$ cat config.mk
export PLATFORM = sky130hd
export DESIGN_NAME = fbc_ctrl
export DESIGN_NICKNAME = d
export VERILOG_FILES = /design/src/rtl/core/fbc_pkg.sv /design/src/rtl/core/fbc_ctrl.sv
export SDC_FILE = /design/constraint.sdc
export NUM_CORES = 1
export LEC_CHECK = 0
export BUFFER_PORTS_ARGS = -buffer_cell sky130_fd_sc_hd__clkbuf_2
export CORE_AREA = 3 3 40 42
export CTS_CLUSTER_SIZE = 30
export DETAILED_ROUTE_END_ITERATION = 7
export DIE_AREA = 0 0 43 45
export GPL_ROUTABILITY_DRIVEN = 0
export MAX_ROUTING_LAYER = met4
export SYNTH_ARGS = -nofsm -noshare
export SYNTH_HDL_FRONTEND = slang
export SYNTH_SLANG_ARGS = --single-unit
$ cat constraint.sdc
create_clock -name aclk -period 1.15 [get_ports aclk]
set_input_delay 0.1725 -clock aclk [delete_from_list [all_inputs] [get_ports aclk]]
set_output_delay 0.1725 -clock aclk [all_outputs]
set_load 0.1 [all_outputs]
$ cat src/rtl/core/fbc_pkg.sv
// Package with the constants, item types and control structs of the block cache.
`default_nettype none
package fbc_pkg;

    localparam int ENTRIES     = 16;
    localparam int BLOCK_WORDS = 64;
    localparam int IDX_W       = (ENTRIES > 1) ? $clog2(ENTRIES) : 1;
    localparam int MEM_DEPTH   = ENTRIES * BLOCK_WORDS;
    localparam int ADDR_W      = (MEM_DEPTH > 1) ? $clog2(MEM_DEPTH) : 1;

    localparam logic KIND_LOOKUP = 1'b0;
    localparam logic KIND_ADD    = 1'b1;

    typedef struct packed {
        logic        kind;
        logic [31:0] block_number;
        logic [5:0]  word_index;
        logic [63:0] data_word;
    } in_item_t;

    typedef struct packed {
        logic        hit;
        logic [63:0] read_word;
    } out_item_t;

    typedef struct packed {
        logic capture;
        logic access;
        logic load_out;
    } fbc_cmd_t;

    typedef struct packed {
        logic out_busy;
    } fbc_status_t;

endpackage
`default_nettype wire

$ cat src/rtl/core/fbc_ctrl.sv
// Controller state machine of the block cache.
`default_nettype none
module fbc_ctrl (
    input  wire logic                 aclk,
    input  wire logic                 aresetn,
    input  wire logic                 s_valid,
    output logic                      s_ready,
    input  wire logic                 m_ready,
    input  wire fbc_pkg::fbc_status_t status,
    output fbc_pkg::fbc_cmd_t         cmd
);
    import fbc_pkg::*;

    typedef enum logic [2:0] {
        ST_IDLE = 3'b001,
        ST_MEM  = 3'b010,
        ST_DONE = 3'b100
    } state_t;

    state_t state_reg;
    state_t state_next;
    logic   out_free;

    assign out_free     = !status.out_busy || m_ready;
    assign s_ready      = (state_reg == ST_IDLE);
    assign cmd.capture  = s_valid && s_ready;
    assign cmd.access   = (state_reg == ST_MEM);
    assign cmd.load_out = (state_reg == ST_DONE) && out_free;

    always_comb begin
        state_next = state_reg;
        unique case (state_reg)
            ST_IDLE: begin
                if (s_valid) begin
                    state_next = ST_MEM;
                end
            end
            ST_MEM: begin
                state_next = ST_DONE;
            end
            ST_DONE: begin
                if (out_free) begin
                    state_next = ST_IDLE;
                end
            end
            default: begin
                state_next = ST_IDLE;
            end
        endcase
    end

    always_ff @(posedge aclk) begin
        if (!aresetn) begin
            state_reg <= ST_IDLE;
        end else begin
            state_reg <= state_next;
        end
    end

endmodule
`default_nettype wire

==> metrics.yaml <==
largest_register_ffs: 3
dpl_cell_area_um2: 308
num_rows: 13
crit_chain: "nor3b_4 -> and2_4 -> buf_12"
synthMostInstantiatedCell: "dfxtp_1"
cap_violations: 0
tightestPinTransition_ps: 215
setup_viol: 4
yosys.cell_types.count: 11
dr.first_iter.drc_count: 0
cts-root-buf: "clkbuf_4"
synthesis.area_um2: 169
syn_to_final_growth_pct: 108
cp_max_fo: 4
grt_max_degree: 6
crit_slowest_cell: "dfxtp_2"
min_path_type: "input pin to flip-flop"
synth_edf_count: 0
fin_crit_ps: 1310
rsz0062_at_grt: "yes"
synthArstFlopShare: 0
core_area_mm2: 0.00128
die_area_mm2: 0.00194
grt_pass1_wl_um: 676
clk_latency_ps: 230
critPathArrivalTime_ps: 1130
synth-seq-area-share: 0.356
final_cell_area_um2: 352
synth_nets: 21
busiest_layer: "met1"
die_height_um: 45
ios: 9
final_nets: 36
first_global_vias: 163
synthFlopType: "dfxtp_1"
synth_area_per_cell_um2: 10.6
fin_crit_sh: 1.14
grt.total_usage: 0.0532
clock-sinks: 3
max_freq_mhz: 766
end_kind: "output port"
antennaDiodeCount: 0
leakage_nw: 0.144
worstSetupPathType: "flip-flop to output port"
avgViaCountPerCell: 3.42
fin_skew_ps: 3.35
worst_slack_ps: -156
met1_usage: 0.0675
grt_overflow_total: 0
postSynthCellCount: 16
synth_top_area_frac: 0.356
die_w_um: 43
yosys-top-cells-count: "dfxtp_1, nor2b_1, nor3b_1, nor3b_2"
worstPathRequired_ps: 980
h-tree-depth: 1
vias: 154
synth-seq-cells: 3
cts_buffer_depth: 2
drv_slew: 0
use_met2: 0.0539
drive_above_1_share: 0.767
cts.clk_slew.worst_paths_ps: 40
max_stage_delay_ps: 340
status: "complete, but fails checks"
synthTopCellsByArea: "dfxtp_1, nor3b_2, nor3b_1"
routed_wl_um: 411
antenna_found_initial: 0
power_density_mw_per_mm2: 1310
grt_use_met3: 0.0279
cts_tree: "yes"
drtAntennaViolNets: 0
hold_viol: 0
tns_ps: -516
ys_warn_count: 0
slew_headroom: 0.856
violations: "negative setup slack"
wl_per_cell_um: 9.13
critPathLaunchType: "flip-flop"
start_util: 0.131
drc: 0
cts_buffers: 3
peakVddDrop_mv: 0.528
synth_largest_area_cell: "dfxtp_1"
io_buffers: 8
hold_buffers: 0
dp_slack_ps: 39.9
firstDrtPassIters: 1
## placed cells by master, fill, tap and decap left out
cell and instances:
clkbuf_1 1, buf_12 4, mux2i_1 1, nor3_2 1, clkbuf_4 3, nor3b_4 1
nor2b_1 2, and3_1 1, o31ai_2 1, dfxtp_4 1, nor3b_1 1, nor3b_2 2
dfxtp_2 2, clkbuf_2 4, buf_4 3, and2_4 1, nand2b_1 1
## kinds of logic after synthesis
family / after synthesis / share of synthesized area
DFF: 3 / 0.356
and+or+nand+nor: 10 / 0.467
buffers and inverters: 1 / 0.0445
muxes: 1 / 0.0593
AOI/OAI and AO/OA: 1 / 0.0741
## layout make-up
cell class / count / area [um^2]
Tap cell: 15 / 18.8
Timing Repair Buffer: 11 / 123
Multi-Input combinational cell: 12 / 118
Sequential cell: 3 / 66.3
Clock buffer: 4 / 26.3
Fill cell: 140 / 933
## where the power goes
group	internal [mW]	switching, mW	total (mW)
sequential	0.110	0.00841	0.119
combinational	0.0676	0.0869	0.154
clock	0.130	0.0557	0.186
## final timing paths
check | start | endpoint | slack, ps | depth (start not counted)
max | state_reg[2]$_SDFFE_PN0P_ | cmd[2] | -160 | 3
max reg2reg | state_reg[0]$_SDFFE_PN1P_ | state_reg[0]$_SDFFE_PN1P_ | 140 | 4
min reg2reg | state_reg[0]$_SDFFE_PN1P_ | state_reg[2]$_SDFFE_PN0P_ | 440 | 1
min | aresetn | state_reg[0]$_SDFFE_PN1P_ | 140 | 2
## per-layer routing
metal  wire length (um)  part of all wire  vias up
met5                  0                 0        -
met4                  0                 0        0
met3                 33             0.080        0
met2                161              0.39        8
met1                216              0.53       62
li1                   -                 -       84
## critical path, delay by kind of cell, from the launching register on
| family | cells | cell delay [ps] |
|---|---|---|
| and+or+nand+nor | 2 | 380 |
| buffers and inverters | 1 | 170 |
| DFF | 1 | 340 |
## per-stage QoR
step                hold WS, ps  total power [mW]  cells   util
detailed placement          371             0.271     40  0.240
global route                141             0.484     45  0.274
global placement            376             0.270     40  0.240
floorplan                   237             0.212     16      -
CTS                         122             0.474     45  0.270
finish                      137             0.459     45  0.274
## repair_timing
item	in CTS	in global routing
pin swaps	2	1
buffers inserted	1	0
endpoints found under the setup margin	4	4
resized for setup	3	1
No activity file was read; power rests on OpenSTA's default activity.
